**src/hdl/dda_pkg.sv**
```systemverilog
`timescale 1ns / 1ps
`default_nettype none
package dda_pkg;

  localparam int ScreenWidth  = 1920;
  localparam int ScreenHeight = 1080;
  localparam int CoordW       = 20;
  localparam int PosW         = 40;
  localparam int StepW        = 20;
  localparam int ChW          = 26;
  localparam int QuoW         = 33;
  localparam int DivW         = 48;
  localparam int QDepth       = 2;

  localparam logic OP_LOAD = 1'b0;
  localparam logic OP_STEP = 1'b1;

  localparam logic [1:0] REG_FRAME_BASE = 2'd0;
  localparam logic [1:0] REG_STRIDE     = 2'd1;
  localparam logic [1:0] REG_BPP        = 2'd2;

  localparam logic signed [ChW-1:0] ChMax = {1'b0, {(ChW-1){1'b1}}};
  localparam logic signed [ChW-1:0] ChMin = {1'b1, {(ChW-1){1'b0}}};

  // One classified command passed from front to back.
  typedef struct packed {
    logic                     is_load;
    logic signed [CoordW-1:0] start_x;
    logic signed [CoordW-1:0] start_y;
    logic signed [CoordW-1:0] end_x;
    logic signed [CoordW-1:0] end_y;
    logic [7:0]               s_r;
    logic [7:0]               s_g;
    logic [7:0]               s_b;
    logic [7:0]               e_r;
    logic [7:0]               e_g;
    logic [7:0]               e_b;
  } cmd_t;

  // One emitted pixel.
  typedef struct packed {
    logic signed [11:0] px;
    logic signed [11:0] py;
    logic [23:0]        color;
    logic [31:0]        addr;
    logic               vis;
    logic               last;
  } pix_t;

  function automatic logic [7:0] chan_byte(input logic signed [ChW-1:0] c);
    logic [7:0] r;
    if (c < 0) r = 8'd0;
    else if (c[ChW-2:16] > 9'd255) r = 8'd255;
    else r = c[23:16];
    return r;
  endfunction

  function automatic logic signed [ChW:0] ext_ch(input logic signed [ChW-1:0] c);
    return {c[ChW-1], c};
  endfunction

endpackage
`default_nettype wire

```
**src/hdl/dda_cmd_fifo.sv**
```systemverilog
`timescale 1ns / 1ps
`default_nettype none
module dda_cmd_fifo
  import dda_pkg::*;
(
  input  wire logic clk_i,
  input  wire logic rst_ni,
  input  wire logic push_i,
  input  wire cmd_t push_data_i,
  output logic      full_o,
  input  wire logic pop_i,
  output cmd_t      pop_data_o,
  output logic      empty_o
);
  cmd_t       mem_q [QDepth];
  logic       wp_q, rp_q;
  logic [1:0] cnt_q;

  assign full_o     = (cnt_q == 2'(QDepth));
  assign empty_o    = (cnt_q == 2'd0);
  assign pop_data_o = mem_q[rp_q];

  // Store entries.
  always_ff @(posedge clk_i) begin
    if (push_i && !full_o) mem_q[wp_q] <= push_data_i;
  end

  // Advance pointers and count.
  always_ff @(posedge clk_i or negedge rst_ni) begin
    if (!rst_ni) begin
      wp_q  <= 1'b0;
      rp_q  <= 1'b0;
      cnt_q <= 2'd0;
    end else begin
      if (push_i && !full_o) wp_q <= ~wp_q;
      if (pop_i && !empty_o) rp_q <= ~rp_q;
      cnt_q <= cnt_q + 2'(push_i && !full_o) - 2'(pop_i && !empty_o);
    end
  end
endmodule
`default_nettype wire

```
**src/hdl/dda_divider.sv**
```systemverilog
`timescale 1ns / 1ps
`default_nettype none
module dda_divider
  import dda_pkg::*;
(
  input  wire logic              clk_i,
  input  wire logic              rst_ni,
  input  wire logic              start_i,
  input  wire logic [DivW-1:0]   num_i,
  input  wire logic [CoordW:0]   den_i,
  output logic                   done_o,
  output logic [DivW-1:0]        quo_o
);
  // Restoring divider, one quotient bit per cycle.
  logic [DivW-1:0] quo_q;
  logic [CoordW+1:0] rem_q;
  logic [CoordW:0]   den_q;
  logic [5:0]        cnt_q;
  logic              busy_q;
  logic [CoordW+1:0] sh;
  logic [CoordW+1:0] df;

  always_comb begin
    sh = {rem_q[CoordW:0], quo_q[DivW-1]};
    df = sh - {1'b0, den_q};
  end

  assign quo_o = quo_q;

  always_ff @(posedge clk_i or negedge rst_ni) begin
    if (!rst_ni) begin
      busy_q <= 1'b0;
      done_o <= 1'b0;
      cnt_q  <= '0;
    end else begin
      done_o <= 1'b0;
      if (start_i) begin
        busy_q <= 1'b1;
        cnt_q  <= 6'(DivW);
      end else if (busy_q) begin
        cnt_q <= cnt_q - 6'd1;
        if (cnt_q == 6'd1) begin
          busy_q <= 1'b0;
          done_o <= 1'b1;
        end
      end
    end
  end

  always_ff @(posedge clk_i) begin
    if (start_i) begin
      quo_q <= num_i;
      rem_q <= '0;
      den_q <= den_i;
    end else if (busy_q) begin
      if (!df[CoordW+1]) begin
        rem_q <= df;
        quo_q <= {quo_q[DivW-2:0], 1'b1};
      end else begin
        rem_q <= sh;
        quo_q <= {quo_q[DivW-2:0], 1'b0};
      end
    end
  end
endmodule
`default_nettype wire

```
**src/hdl/dda_engine.sv**
```systemverilog
`timescale 1ns / 1ps
`default_nettype none
module dda_engine
  import dda_pkg::*;
(
  input  wire logic        clk_i,
  input  wire logic        rst_ni,
  input  wire logic [31:0] frame_base_i,
  input  wire logic [15:0] line_stride_i,
  input  wire logic [2:0]  bpp_i,
  input  wire cmd_t        cmd_i,
  input  wire logic        cmd_empty_i,
  output logic             cmd_pop_o,
  output pix_t             pix_o,
  output logic             pix_valid_o,
  input  wire logic        pix_stall_i
);
  typedef enum logic [2:0] {S_IDLE, S_DIV, S_WAIT, S_DONE, S_ADDR} state_e;
  state_e state_q;

  logic                     active_q;
  logic signed [PosW-1:0]   pos_q  [2];
  logic signed [PosW-1:0]   end_q  [2];
  logic signed [StepW-1:0]  pstep_q[2];
  logic signed [ChW-1:0]    ch_q   [3];
  logic signed [ChW-1:0]    cstep_q[3];

  logic signed [8:0]        cdelta_q[3];
  logic signed [CoordW:0]   dx_q, dy_q;
  logic [CoordW:0]          len_q;
  logic [2:0]               div_idx_q;
  logic                     div_neg_q;
  logic                     div_start;
  logic [DivW-1:0]          div_num;
  logic                     div_done;
  logic [DivW-1:0]          div_quo;

  // Pixel stage registers for the address pipeline.
  logic signed [12:0]       rx_q, ry_q;
  logic                     rvis_q, rlast_q;
  logic [23:0]              rcol_q;
  logic                     out_full_q;

  function automatic logic signed [PosW-1:0] rnd(input logic signed [PosW-1:0] p);
    logic [PosW-1:0] a;
    logic [PosW-1:0] r;
    a = p[PosW-1] ? -p : p;
    r = (a + 40'd32768) >> 16;
    return p[PosW-1] ? -r : r;
  endfunction

  function automatic logic [PosW:0] mag(input logic signed [PosW:0] v);
    return v[PosW] ? -v : v;
  endfunction

  // Continue check on given state.
  function automatic logic cont(input logic signed [PosW-1:0] p0, input logic signed [PosW-1:0] p1,
                                input logic signed [PosW-1:0] e0, input logic signed [PosW-1:0] e1,
                                input logic signed [StepW-1:0] s0, input logic signed [StepW-1:0] s1);
    logic signed [PosW:0] d0, d1, t0, t1;
    d0 = {e0[PosW-1], e0} - {p0[PosW-1], p0};
    d1 = {e1[PosW-1], e1} - {p1[PosW-1], p1};
    t0 = (PosW+1)'(s0);
    t1 = (PosW+1)'(s1);
    return (mag(d0) >= mag(t0)) && (mag(d1) >= mag(t1));
  endfunction

  logic signed [CoordW:0] adx, ady;
  logic signed [CoordW:0] div_sig;
  logic [DivW-1:0]        div_mag;
  logic signed [DivW-1:0] q_signed;
  logic signed [PosW-1:0] np[2];
  logic signed [ChW:0]    nc[3];
  logic signed [ChW-1:0]  ncs[3];
  logic signed [12:0]     fx, fy;
  logic                   fvis;
  logic                   step_go;
  logic                   step_emit;
  logic                   emit_go;

  always_comb begin
    adx = dx_q[CoordW] ? -dx_q : dx_q;
    ady = dy_q[CoordW] ? -dy_q : dy_q;
    case (div_idx_q)
      3'd0:    div_sig = dx_q;
      3'd1:    div_sig = dy_q;
      3'd2:    div_sig = (CoordW+1)'(cdelta_q[0]);
      3'd3:    div_sig = (CoordW+1)'(cdelta_q[1]);
      default: div_sig = (CoordW+1)'(cdelta_q[2]);
    endcase
    div_mag = DivW'(div_sig[CoordW] ? -div_sig : div_sig);
    if (div_idx_q < 3'd2) div_num = div_mag << 16;
    else                  div_num = div_mag << 24;
    q_signed = div_neg_q ? -div_quo : div_quo;
    for (int i = 0; i < 2; i++) np[i] = pos_q[i] + PosW'(pstep_q[i]);
    for (int i = 0; i < 3; i++) begin
      nc[i]  = ext_ch(ch_q[i]) + ext_ch(cstep_q[i]);
      ncs[i] = (nc[i] > ext_ch(ChMax)) ? ChMax :
               (nc[i] < ext_ch(ChMin)) ? ChMin : nc[i][ChW-1:0];
    end
    fx = 13'(rnd(pos_q[0]));
    fy = 13'(rnd(pos_q[1]));
    fvis = !fx[12] && (fx < 13'(ScreenWidth)) && !fy[12] && (fy < 13'(ScreenHeight));
    emit_go = !out_full_q || !pix_valid_o || !pix_stall_i;
    step_go = (state_q == S_IDLE) && !cmd_empty_i && !cmd_i.is_load && emit_go;
    step_emit = step_go && active_q;
    cmd_pop_o = (state_q == S_IDLE) && !cmd_empty_i && (cmd_i.is_load || !active_q || emit_go);
    div_start = (state_q == S_DIV);
  end

  dda_divider u_div (
    .clk_i, .rst_ni, .start_i(div_start), .num_i(div_num), .den_i(len_q),
    .done_o(div_done), .quo_o(div_quo)
  );

  // Sequence loads through the divider and step the accumulators.
  always_ff @(posedge clk_i or negedge rst_ni) begin
    if (!rst_ni) begin
      state_q    <= S_IDLE;
      active_q   <= 1'b0;
      out_full_q <= 1'b0;
      pix_valid_o <= 1'b0;
      div_idx_q  <= '0;
      for (int i = 0; i < 2; i++) begin
        pos_q[i] <= '0; end_q[i] <= '0; pstep_q[i] <= '0;
      end
      for (int i = 0; i < 3; i++) begin
        ch_q[i] <= '0; cstep_q[i] <= '0;
      end
    end else begin
      // Address stage: hold until the output register frees.
      if (out_full_q && (!pix_valid_o || !pix_stall_i)) begin
        pix_valid_o <= 1'b1;
        pix_o.px    <= rx_q[11:0];
        pix_o.py    <= ry_q[11:0];
        pix_o.color <= rcol_q;
        pix_o.vis   <= rvis_q;
        pix_o.last  <= rlast_q;
        pix_o.addr  <= rvis_q ? frame_base_i + 32'(ry_q[10:0]) * 32'(line_stride_i)
                               + 32'(rx_q[10:0]) * 32'(bpp_i) : 32'd0;
      end else if (pix_valid_o && !pix_stall_i) begin
        pix_valid_o <= 1'b0;
      end
      out_full_q <= step_emit || (out_full_q && pix_valid_o && pix_stall_i);
      unique case (state_q)
        S_IDLE: begin
          if (cmd_pop_o && cmd_i.is_load) begin
            active_q <= 1'b0;
            dx_q <= (CoordW+1)'(cmd_i.end_x) - (CoordW+1)'(cmd_i.start_x);
            dy_q <= (CoordW+1)'(cmd_i.end_y) - (CoordW+1)'(cmd_i.start_y);
            pos_q[0] <= PosW'(cmd_i.start_x) <<< 8;
            pos_q[1] <= PosW'(cmd_i.start_y) <<< 8;
            end_q[0] <= PosW'(cmd_i.end_x) <<< 8;
            end_q[1] <= PosW'(cmd_i.end_y) <<< 8;
            ch_q[0] <= ChW'({cmd_i.s_r, 16'd0});
            ch_q[1] <= ChW'({cmd_i.s_g, 16'd0});
            ch_q[2] <= ChW'({cmd_i.s_b, 16'd0});
            cdelta_q[0] <= 9'(cmd_i.e_r) - 9'(cmd_i.s_r);
            cdelta_q[1] <= 9'(cmd_i.e_g) - 9'(cmd_i.s_g);
            cdelta_q[2] <= 9'(cmd_i.e_b) - 9'(cmd_i.s_b);
            div_idx_q <= 3'd0;
            state_q <= S_ADDR;
          end else if (step_emit) begin
            rx_q   <= fx;
            ry_q   <= fy;
            rvis_q <= fvis;
            rcol_q <= {chan_byte(ch_q[0]), chan_byte(ch_q[1]), chan_byte(ch_q[2])};
            rlast_q <= !cont(np[0], np[1], end_q[0], end_q[1], pstep_q[0], pstep_q[1]);
            active_q <= cont(np[0], np[1], end_q[0], end_q[1], pstep_q[0], pstep_q[1]);
            for (int i = 0; i < 2; i++) pos_q[i] <= np[i];
            for (int i = 0; i < 3; i++) ch_q[i] <= ncs[i];
          end
        end
        S_ADDR: begin
          // Form the major-axis length; drop a zero-length line.
          len_q <= (adx > ady) ? adx : ady;
          if (adx == 0 && ady == 0) state_q <= S_IDLE;
          else state_q <= S_DIV;
        end
        S_DIV: begin
          div_neg_q <= div_sig[CoordW];
          state_q   <= S_WAIT;
        end
        S_WAIT: begin
          if (div_done) begin
            case (div_idx_q)
              3'd0: pstep_q[0] <= StepW'(q_signed);
              3'd1: pstep_q[1] <= StepW'(q_signed);
              default: cstep_q[2'(div_idx_q - 3'd2)] <=
                (q_signed > DivW'(ChMax)) ? ChMax :
                (q_signed < DivW'(ChMin)) ? ChMin : ChW'(q_signed);
            endcase
            if (div_idx_q == 3'd4) state_q <= S_DONE;
            else begin
              div_idx_q <= div_idx_q + 3'd1;
              state_q   <= S_DIV;
            end
          end
        end
        S_DONE: begin
          active_q <= cont(pos_q[0], pos_q[1], end_q[0], end_q[1], pstep_q[0], pstep_q[1]);
          state_q  <= S_IDLE;
        end
        default: state_q <= S_IDLE;
      endcase
    end
  end
endmodule
`default_nettype wire

```
**src/hdl/dda_line_rasterizer_color_lerp.sv**
```systemverilog
// Line rasterizer with color interpolation.
// Step items: one pixel per cycle while the output does not stall, through
// the command queue, step stage and address stage registers.
// Load items: five steps are found in turn by the shared bit-serial divider.
// Reset (async, active low) clears the queue and the line state and returns
// the registers to their defaults.
`timescale 1ns / 1ps
`default_nettype none
module dda_line_rasterizer_color_lerp
  import dda_pkg::*;
(
  input  wire logic               clk_i,
  input  wire logic               rst_ni,
  input  wire logic               in_valid_i,
  output logic                    in_stall_o,
  input  wire logic               op_i,
  input  wire logic signed [19:0] start_x_i,
  input  wire logic signed [19:0] start_y_i,
  input  wire logic signed [19:0] end_x_i,
  input  wire logic signed [19:0] end_y_i,
  input  wire logic [7:0]         start_red_i,
  input  wire logic [7:0]         start_green_i,
  input  wire logic [7:0]         start_blue_i,
  input  wire logic [7:0]         end_red_i,
  input  wire logic [7:0]         end_green_i,
  input  wire logic [7:0]         end_blue_i,
  output logic                    out_valid_o,
  input  wire logic               out_stall_i,
  output logic signed [11:0]      pixel_x_o,
  output logic signed [11:0]      pixel_y_o,
  output logic [23:0]             pixel_color_o,
  output logic [31:0]             pixel_address_o,
  output logic                    on_screen_o,
  output logic                    last_o,
  input  wire logic               cfg_valid_i,
  output logic                    cfg_ready_o,
  input  wire logic [1:0]         cfg_index_i,
  input  wire logic [31:0]        cfg_data_i
);
  logic [31:0] frame_base_q;
  logic [15:0] stride_q;
  logic [2:0]  bpp_q;
  cmd_t        push_cmd, pop_cmd;
  logic        full, empty, pop;
  pix_t        pix;

  assign cfg_ready_o = 1'b1;
  assign in_stall_o  = full;

  // Write configuration registers.
  always_ff @(posedge clk_i or negedge rst_ni) begin
    if (!rst_ni) begin
      frame_base_q <= '0;
      stride_q     <= 16'd7680;
      bpp_q        <= 3'd4;
    end else if (cfg_valid_i) begin
      case (cfg_index_i)
        REG_FRAME_BASE: frame_base_q <= cfg_data_i;
        REG_STRIDE:     stride_q     <= cfg_data_i[15:0];
        REG_BPP:        bpp_q        <= cfg_data_i[2:0];
        default:        ;
      endcase
    end
  end

  // Classify the beat into a command.
  always_comb begin
    push_cmd.is_load = (op_i == OP_LOAD);
    push_cmd.start_x = start_x_i;
    push_cmd.start_y = start_y_i;
    push_cmd.end_x   = end_x_i;
    push_cmd.end_y   = end_y_i;
    push_cmd.s_r     = start_red_i;
    push_cmd.s_g     = start_green_i;
    push_cmd.s_b     = start_blue_i;
    push_cmd.e_r     = end_red_i;
    push_cmd.e_g     = end_green_i;
    push_cmd.e_b     = end_blue_i;
  end

  dda_cmd_fifo u_fifo (
    .clk_i, .rst_ni, .push_i(in_valid_i), .push_data_i(push_cmd), .full_o(full),
    .pop_i(pop), .pop_data_o(pop_cmd), .empty_o(empty)
  );

  dda_engine u_eng (
    .clk_i, .rst_ni, .frame_base_i(frame_base_q), .line_stride_i(stride_q),
    .bpp_i(bpp_q), .cmd_i(pop_cmd), .cmd_empty_i(empty), .cmd_pop_o(pop),
    .pix_o(pix), .pix_valid_o(out_valid_o), .pix_stall_i(out_stall_i)
  );

  assign pixel_x_o       = pix.px;
  assign pixel_y_o       = pix.py;
  assign pixel_color_o   = pix.color;
  assign pixel_address_o = pix.addr;
  assign on_screen_o     = pix.vis;
  assign last_o          = pix.last;
endmodule
`default_nettype wire
```
**config.mk**
```make
export PLATFORM = sky130hd
export DESIGN_NAME = dda_line_rasterizer_color_lerp
export DESIGN_NICKNAME = d
export VERILOG_FILES = /design/src/hdl/dda_pkg.sv /design/src/hdl/dda_cmd_fifo.sv /design/src/hdl/dda_divider.sv /design/src/hdl/dda_engine.sv /design/src/hdl/dda_line_rasterizer_color_lerp.sv
export SDC_FILE = /design/constraint.sdc
export NUM_CORES = 2
export LEC_CHECK = 0
export BUFFER_PORTS_ARGS = -buffer_cell sky130_fd_sc_hd__buf_2
export CAP_MARGIN = 10
export CORE_UTILIZATION = 52
export DETAILED_ROUTE_END_ITERATION = 16
export HOLD_SLACK_MARGIN = 0.15
export PLACE_DENSITY = 0.69
export SYNTH_ARGS = -nofsm -noshare
export SYNTH_HDL_FRONTEND = slang
export SYNTH_SLANG_ARGS = --single-unit
```
**constraint.sdc**
```tcl
create_clock -name clk_i -period 9.9 [get_ports clk_i]
set_clock_uncertainty 0.05 [all_clocks]
set_input_delay 0.495 -clock clk_i [delete_from_list [all_inputs] [get_ports clk_i]]
set_output_delay 0.495 -clock clk_i [all_outputs]
set_load 0.05 [all_outputs]
```
# Word level (Yosys, flattened, before mapping)
# Memory sizes are Yosys's and may differ from the RTL's.
# Cells that the tools add are included.
# Widths: inputs -> output; s select.
[totals]
regBits = 674
latchBits = 0
ram_bits = 285
rom_bits = 0
output_inout_bits = 85
word_cells = 264
n_memories = 2
[mem_list]
columns = ["memory", "depth", "word_bits", "rd", "rd_ports_with_merged_regs", "write_ports", "line_no", "source"]
rows = [
  ["u_fifo.mem_q", 2, 129, 1, 0, 1, "dda_cmd_fifo.sv:15", "cmd_t mem_q [QDepth];"],
  ["u_eng.cdelta_q", 3, 9, 3, 0, 3, "dda_engine.sv:28", "logic signed [8:0] cdelta_q[3];"],
]
[op_classes]
n_addsub = 38
n_mul = 2
div_mod_pow = 0
magnitude_cmp = 24
eq_ne = 16
shifts = 0
mux = 66
bitwise_logic = 6
reduce_logical = 64
[op_table]
columns = ["operator", "count"]
rows = [
  ["$mux 41", 6],
  ["$mux 26", 9],
  ["$mux 48", 4],
  ["$ge 41x41->1", 4],
  ["$neg 41->41", 4],
  ["$sub 28x40->41", 4],
  ["$mux 80", 2],
  ["$mux 78", 2],
  ["$mux 21", 4],
  ["$pmux 21 s4", 1],
  ["$neg 20->41", 2],
  ["$add 26x26->27", 3],
  ["$gt 27x26->1 const B", 3],
  ["$lt 27x26->1 const B", 3],
  ["$add 40x20->40", 2],
  ["$bwmux 78", 1],
  ["$lt 26x1->1 const B", 3],
  ["$logic_not 32->1", 2],
  ["$add 29x16->29 const B", 2],
  ["$mux 29", 2],
  ["$neg 29->29", 2],
  ["$demux 26 s2", 1],
  ["$gt 48x26->1 const B", 1],
  ["$lt 48x26->1 const B", 1],
  ["52 further kinds", 148],
]

# Longest topological paths before layout
[logic_depth]
ltp_word = 10
mapped_depth = 43
depth_no_buf = 41

# By module
# Synthesis repeated with hierarchy kept, for this count alone.
[unflattened]
cells_unflattened = 8037
hier_area_um2 = 76209.3
[by_module_without_submodules]
columns = ["mod", "n_inst", "cells_each", "area_per_inst_um2"]
rows = [
  ["dda_engine", 1, 7039, 59407.0],
  ["dda_cmd_fifo", 1, 419, 9532.9],
  ["dda_divider", 1, 467, 5312.6],
  ["dda_line_rasterizer_color_lerp", 1, 112, 1956.9],
]

# Least setup slack after synthesis
# No wires, ideal clock.
[synth_path]
path_type = "register to register"
startpoint = "register u_eng.pstep_q[20] in the netlist's numbering"
endpoint = "register u_eng.active_q"
setup_ns = 0.094
arrival_ns = 8.010
path_slack_ns = 1.746
stages_incl_launch_ff = 37
path_buffers = 0
period_less_slack_ns = 8.154
cell_sequence = "dfrtp_1 > ha_1 > fa_1 > a21oi_1 > nor3_1 > o21ai_0 > a21boi_0 > o211ai_1 > a21boi_0 > o21ai_0 > nand2b_1 > a21o_1 > a21o_1 > a31oi_1 > xor2_1 > ha_1 > a21o_1 > a21oi_1 > o21ai_0 > a21o_1 > a221oi_1 > mux2_2 > or3_1 > or3b_2 > nor2_1 > a41oi_1 > xnor2_1 > ha_1 > nand4_1 > nor3_1 > nand4_1 > o211ai_1 > a2111oi_0 > a31o_2 > a41o_1 > o211a_1 > a211oi_1"
[synth_via]
elab_chain_cells = 9
elab_cells_between_ends = 13
classes_between = "add/sub (4); order compare (2); mux (5); reduce/logical (2)"
[synth_rtl]
columns = ["element", "line_no", "source"]
rows = [
  ["start, declared", "dda_engine.sv:24", "logic signed [StepW-1:0] pstep_q[2];"],
  ["$add 40x20->40", "dda_engine.sv:95", "for (int i = 0; i < 2; i++) np[i] = pos_q[i] + PosW'(pstep_q[i]);"],
  ["$sub 28x40->41", "dda_engine.sv:61", "d0 = {e0[PosW-1], e0} - {p0[PosW-1], p0};"],
  ["$neg 41->41", "dda_engine.sv:53", "return v[PosW] ? -v : v;"],
  ["$mux 41", "dda_engine.sv:53", ""],
  ["$ge 41x41->1", "dda_engine.sv:65", "return (mag(d0) >= mag(t0)) && (mag(d1) >= mag(t1));"],
  ["$logic_and 1x1->1", "dda_engine.sv:65", ""],
  ["$mux 1", "dda_engine.sv:163", "end else if (step_emit) begin"],
  ["$mux 1", "dda_engine.sv:147", "if (cmd_pop_o && cmd_i.is_load) begin"],
  ["$pmux 1 s2 (*)", "dda_engine.sv:145", "unique case (state_q)"],
  ["end signal, assigned", "dda_engine.sv:169", "active_q <= cont(np[0], np[1], end_q[0], end_q[1], pstep_q[0], pstep_q[1]);"],
  ["end signal, assigned", "dda_engine.sv:201", "active_q <= cont(pos_q[0], pos_q[1], end_q[0], end_q[1], pstep_q[0], pstep_q[1]);"],
  ["end, declared", "dda_engine.sv:21", "logic active_q;"],
]
# Mark *: on every way between the ends. The rest lies on a longest branch, timed or not. The select of a mux whose other input is x is not followed.
# A chain may end at the register's enable or synchronous reset.

# Worst setup path after layout
[layout_path]
startpoint = "register u_eng.pos_q[4] in the netlist's numbering"
endpoint = "register u_eng.active_q"
[layout_via]
elab_chain_cells = 9
elab_cells_between_ends = 14
classes_between = "add/sub (5); order compare (2); mux (5); reduce/logical (2)"
[layout_rtl]
columns = ["element", "line_no", "source"]
rows = [
  ["start, declared", "dda_engine.sv:22", "logic signed [PosW-1:0] pos_q [2];"],
  ["$add 40x20->40", "dda_engine.sv:95", ""],
  ["$sub 28x40->41", "dda_engine.sv:62", "d1 = {e1[PosW-1], e1} - {p1[PosW-1], p1};"],
  ["$neg 41->41", "dda_engine.sv:53", ""],
  ["$mux 41", "dda_engine.sv:53", ""],
  ["$ge 41x41->1", "dda_engine.sv:65", ""],
  ["$logic_and 1x1->1", "dda_engine.sv:65", ""],
  ["$mux 1", "dda_engine.sv:163", ""],
  ["$mux 1", "dda_engine.sv:147", ""],
  ["$pmux 1 s2 (*)", "dda_engine.sv:145", ""],
]
# Marked as above.

==> results.py <==
metrics = {
    "critical_path": {
        "crit_path_max_incr_delay_ns": 0.70,
        "cp_capture_type": "flip-flop",
        "timing.critical_path.required_ns": 10.40,
        "timing.critical_path.fanout_max": 15,
        "path_class": "flip-flop to flip-flop",
        "timing.critical_path.arrival_ns": 9.88,
        "crit_top_cell": "sky130_fd_sc_hd__o21a_1",
        "timing.critical_path.slowest_stage_cell": "sky130_fd_sc_hd__a311oi_1",
        "worstSetupStartpointType": "flip-flop",
        "r2r_setup_slack_ns": 0.52,
    },
    "synthesis": {
        "synthesis.instances": 8032,
        "synth.top_cell.area_share_pct": 21.7,
        "synth.top_cells.by_area": "sky130_fd_sc_hd__edfxtp_1 (22%), sky130_fd_sc_hd__dfrtp_1 (13%), sky130_fd_sc_hd__ha_1 (11%)",
        "yosys.cell_count.top_type": "sky130_fd_sc_hd__nand2_1",
        "synth.top_cells.by_count": "sky130_fd_sc_hd__nand2_1 (775), sky130_fd_sc_hd__ha_1 (668), sky130_fd_sc_hd__edfxtp_1 (550)",
        "synth_sequential_area_ratio_pct": 35.0,
        "post_synthesis_sequential_element_count": 959,
        "ys_dominant_reg_cell": "sky130_fd_sc_hd__edfxtp_1",
        "yosys.area.top_type": "sky130_fd_sc_hd__edfxtp_1",
        "post_synthesis_cell_area_um2": 76200,
        "synth.avg_cell_area_um2": 9.49,
        "async_reset_ff_share_pct": 40.5,
        "synth-edff-count": 550,
        "yosysWarningCount": 0,
        "synth.lib_cells_used.distinct": 114,
    },
    "sta": {
        "setup-tns-final_ns": 0,
        "grt_setup_unrepaired": "no",
        "final_min_period_over_clock_period_pct": 94.8,
        "timing.final.setup_violations": 0,
        "post-route-min-period_ns": 9.38,
        "max_clock_freq_mhz": 107,
        "slew_headroom_pct": 3.45,
        "maxSlewViolCount": 0,
        "timing.final.hold_violations": 0,
        "worstMarginPinSlew_ns": 1.41,
    },
    "clock_network": {
        "cts-buffers-inserted": 108,
        "clock_insertion_delay_worst_skew_ns": 0.76,
        "clock_sink_count": 959,
        "cts_tree": "done",
        "cts-root-to-sink-buffers": 3,
        "cts_root_buffer": "sky130_fd_sc_hd__clkbuf_16",
        "clk_pin_slew_ns": 0.06,
        "htree_levels": 3,
    },
    "global_route": {
        "globalRouteTotalUtil_pct": 31.4,
        "sum_of_overflow_across_all_layers_after_global_routing": 0,
        "grt_pass1_wl_mm": 360,
        "first_global_vias": 61800,
        "maximum_number_of_pins_on_one_net_before_global_route_repair": 87,
        "antenna_found_initial": 9,
    },
    "outcome": {
        "run_status": "complete, no violations",
    },
    "floorplanning": {
        "dieArea_um2": 148000,
        "initial_core_util_pct": 52.4,
        "core_um2": 146000,
        "boundaryPins": 253,
        "placementRows": 140,
        "die_h_um": 385,
        "die_w_um": 385,
    },
    "placed_design": {
        "routabilityCongestion": 0.973,
        "dp.final_hpwl_mm": 181,
        "io_buffer_count": 251,
    },
    "route": {
        "post_drt_wl_per_cell_um": 22.6,
        "dr_wl_met2_mm": 108,
        "ant_nets": 0,
        "dr_wl_met3_mm": 15.0,
        "detail_route.drc_violations": 0,
        "detailroute.via_count": 63200,
        "dr.first_iter.drc_count": 5526,
        "route.layer.met1.wl_mm": 101,
        "postRouteWirelength_mm": 235,
        "number_of_search_and_repair_iterations_in_the_first_detailed_routing_pass": 8,
        "uppermost_layer_routed": "met5",
        "route.detailed.vias_per_inst": 6.06,
    },
    "cells_and_area": {
        "synthToLayoutAreaGrowth_pct": 11.5,
        "share_of_layout_cells_above_drive_strength_1_pct": 9.30,
        "layout.core_utilization_pct": 58.4,
        "final_net_count": 9445,
    },
    "hold_path": {
        "worstHoldPathType": "input port to flip-flop",
    },
    "run": {
        "maxCapViolations": 0,
    },
}
-- metrics by stage --
stage / std cells / cell area (um2) / hold WS, ns / setup WS (ns)
global route: 10400 / 85000 / 0.192 / 0.00708
floorplan: 8116 / 76500 / 0.149 / 1.75
detailed placement: 10100 / 79600 / 0.355 / 0.682
global placement: 10100 / 79600 / 0.351 / 0.759
CTS: 10400 / 84900 / 0.160 / 0.583
finish: 10400 / 85000 / 0.205 / 0.517
-- state kept, by name, summed over array words and instances (netlist names), 21 cells and up --
register and count:
u_fifo.mem_q 258, u_eng.pix_o 82, u_eng.pos_q 80, u_eng.ch_q 78
u_eng.cstep_q 78, u_eng.u_div.quo_o 48, u_eng.end_q 40, u_eng.pstep_q 40
frame_base_q 32, u_eng.cdelta_q 27, u_eng.rcol_q 24, u_eng.dx_q 21
u_eng.dy_q 21, u_eng.len_q 21, u_eng.u_div.den_q 21, u_eng.u_div.rem_q 21
-- what timing repair did --
item,in CTS,in global routing
hold endpoints to repair,365,0
resized for setup,0,6
setup endpoints to repair,0,2
hold buffers,168,0
buffers inserted,0,0
-- final cells by class --
type	instances	area, um2
fillers	12400	60600
multi-input cells	6341	46800
flip-flops and latches	959	26700
repair buffers	497	3560
clock buffers	149	3030
well taps	1917	2400
inverters	508	1910
clock inverters	52	646
diodes	4	10.0
-- metal layers --
layer	vias up	track usage, %
met5	-	0
met4	4	13.5
li1	29700	-
met3	461	4.36
met2	2224	51.3
met1	30800	41.7
-- path summary, 6_finish.rpt --
kind	start	endpoint	depth (start not counted)
hold reg to reg	u_eng.len_q[10]	u_eng.u_div.den_q[10]	0
max in group asynchronous	rst_ni	frame_base_q[0]	6
hold / removal	cfg_index_i[0]	bpp_q[0]	3
min in group asynchronous	rst_ni	u_eng.u_div.cnt_q[5]	3
setup / recovery	u_eng.pos_q[4]	u_eng.active_q	39
setup reg to reg	u_eng.pos_q[4]	u_eng.active_q	39
-- cells by family after synthesis --
family | count (synthesis) | synth area share [%]
AOI/OAI and AO/OA | 2059 | 17.4
xor gates and xnor gates | 679 | 7.82
adders and majority gates | 864 | 16.1
buffers and inverters | 816 | 4.25
DFF | 959 | 35.0
muxes | 295 | 4.14
other | 1 | 0.00492
and+or+nand+nor | 2359 | 15.3
-- worst max-delay path, delay by kind of cell (launching register included) --
| kind | cells | cell delay, ns |
|---|---|---|
| AO/OA/AOI/OAI | 28 | 6.30 |
| adder cells (fa/ha/maj) | 3 | 1.07 |
| flip-flops | 1 | 0.49 |
| AND/OR/NAND/NOR | 4 | 0.48 |
| buffers and inverters | 2 | 0.38 |
| XOR/XNOR | 1 | 0.21 |
| multiplexers | 1 | 0.20 |
-- cell usage in the layout (no fill, tap or decap), types with 84 or more instances in the layout --
cell type                         n
sky130_fd_sc_hd__nand2_1        772
sky130_fd_sc_hd__ha_1           668
sky130_fd_sc_hd__edfxtp_1       550
sky130_fd_sc_hd__o21ai_0        516
sky130_fd_sc_hd__inv_1          503
sky130_fd_sc_hd__a21oi_1        499
sky130_fd_sc_hd__nor2_1         471
sky130_fd_sc_hd__xnor2_1        400
sky130_fd_sc_hd__dfrtp_1        382
sky130_fd_sc_hd__xor2_1         278
sky130_fd_sc_hd__buf_2          250
sky130_fd_sc_hd__a21o_1         217
sky130_fd_sc_hd__fa_1           194
sky130_fd_sc_hd__dlygate4sd3_1  168
sky130_fd_sc_hd__mux2_2         162
sky130_fd_sc_hd__and2_1         153
sky130_fd_sc_hd__nand3_1        145
sky130_fd_sc_hd__nor3_1         132
sky130_fd_sc_hd__mux2i_1        132
sky130_fd_sc_hd__nand2b_1       113
sky130_fd_sc_hd__clkbuf_16      111
sky130_fd_sc_hd__nand4_1        108
sky130_fd_sc_hd__o21a_1         103
sky130_fd_sc_hd__nor2b_1         96
sky130_fd_sc_hd__conb_1          85
sky130_fd_sc_hd__o31ai_1         84
Power is left out: the tool's default activity adds up to more than one toggle a clock period on the data nets, which glitch-free logic cannot reach.
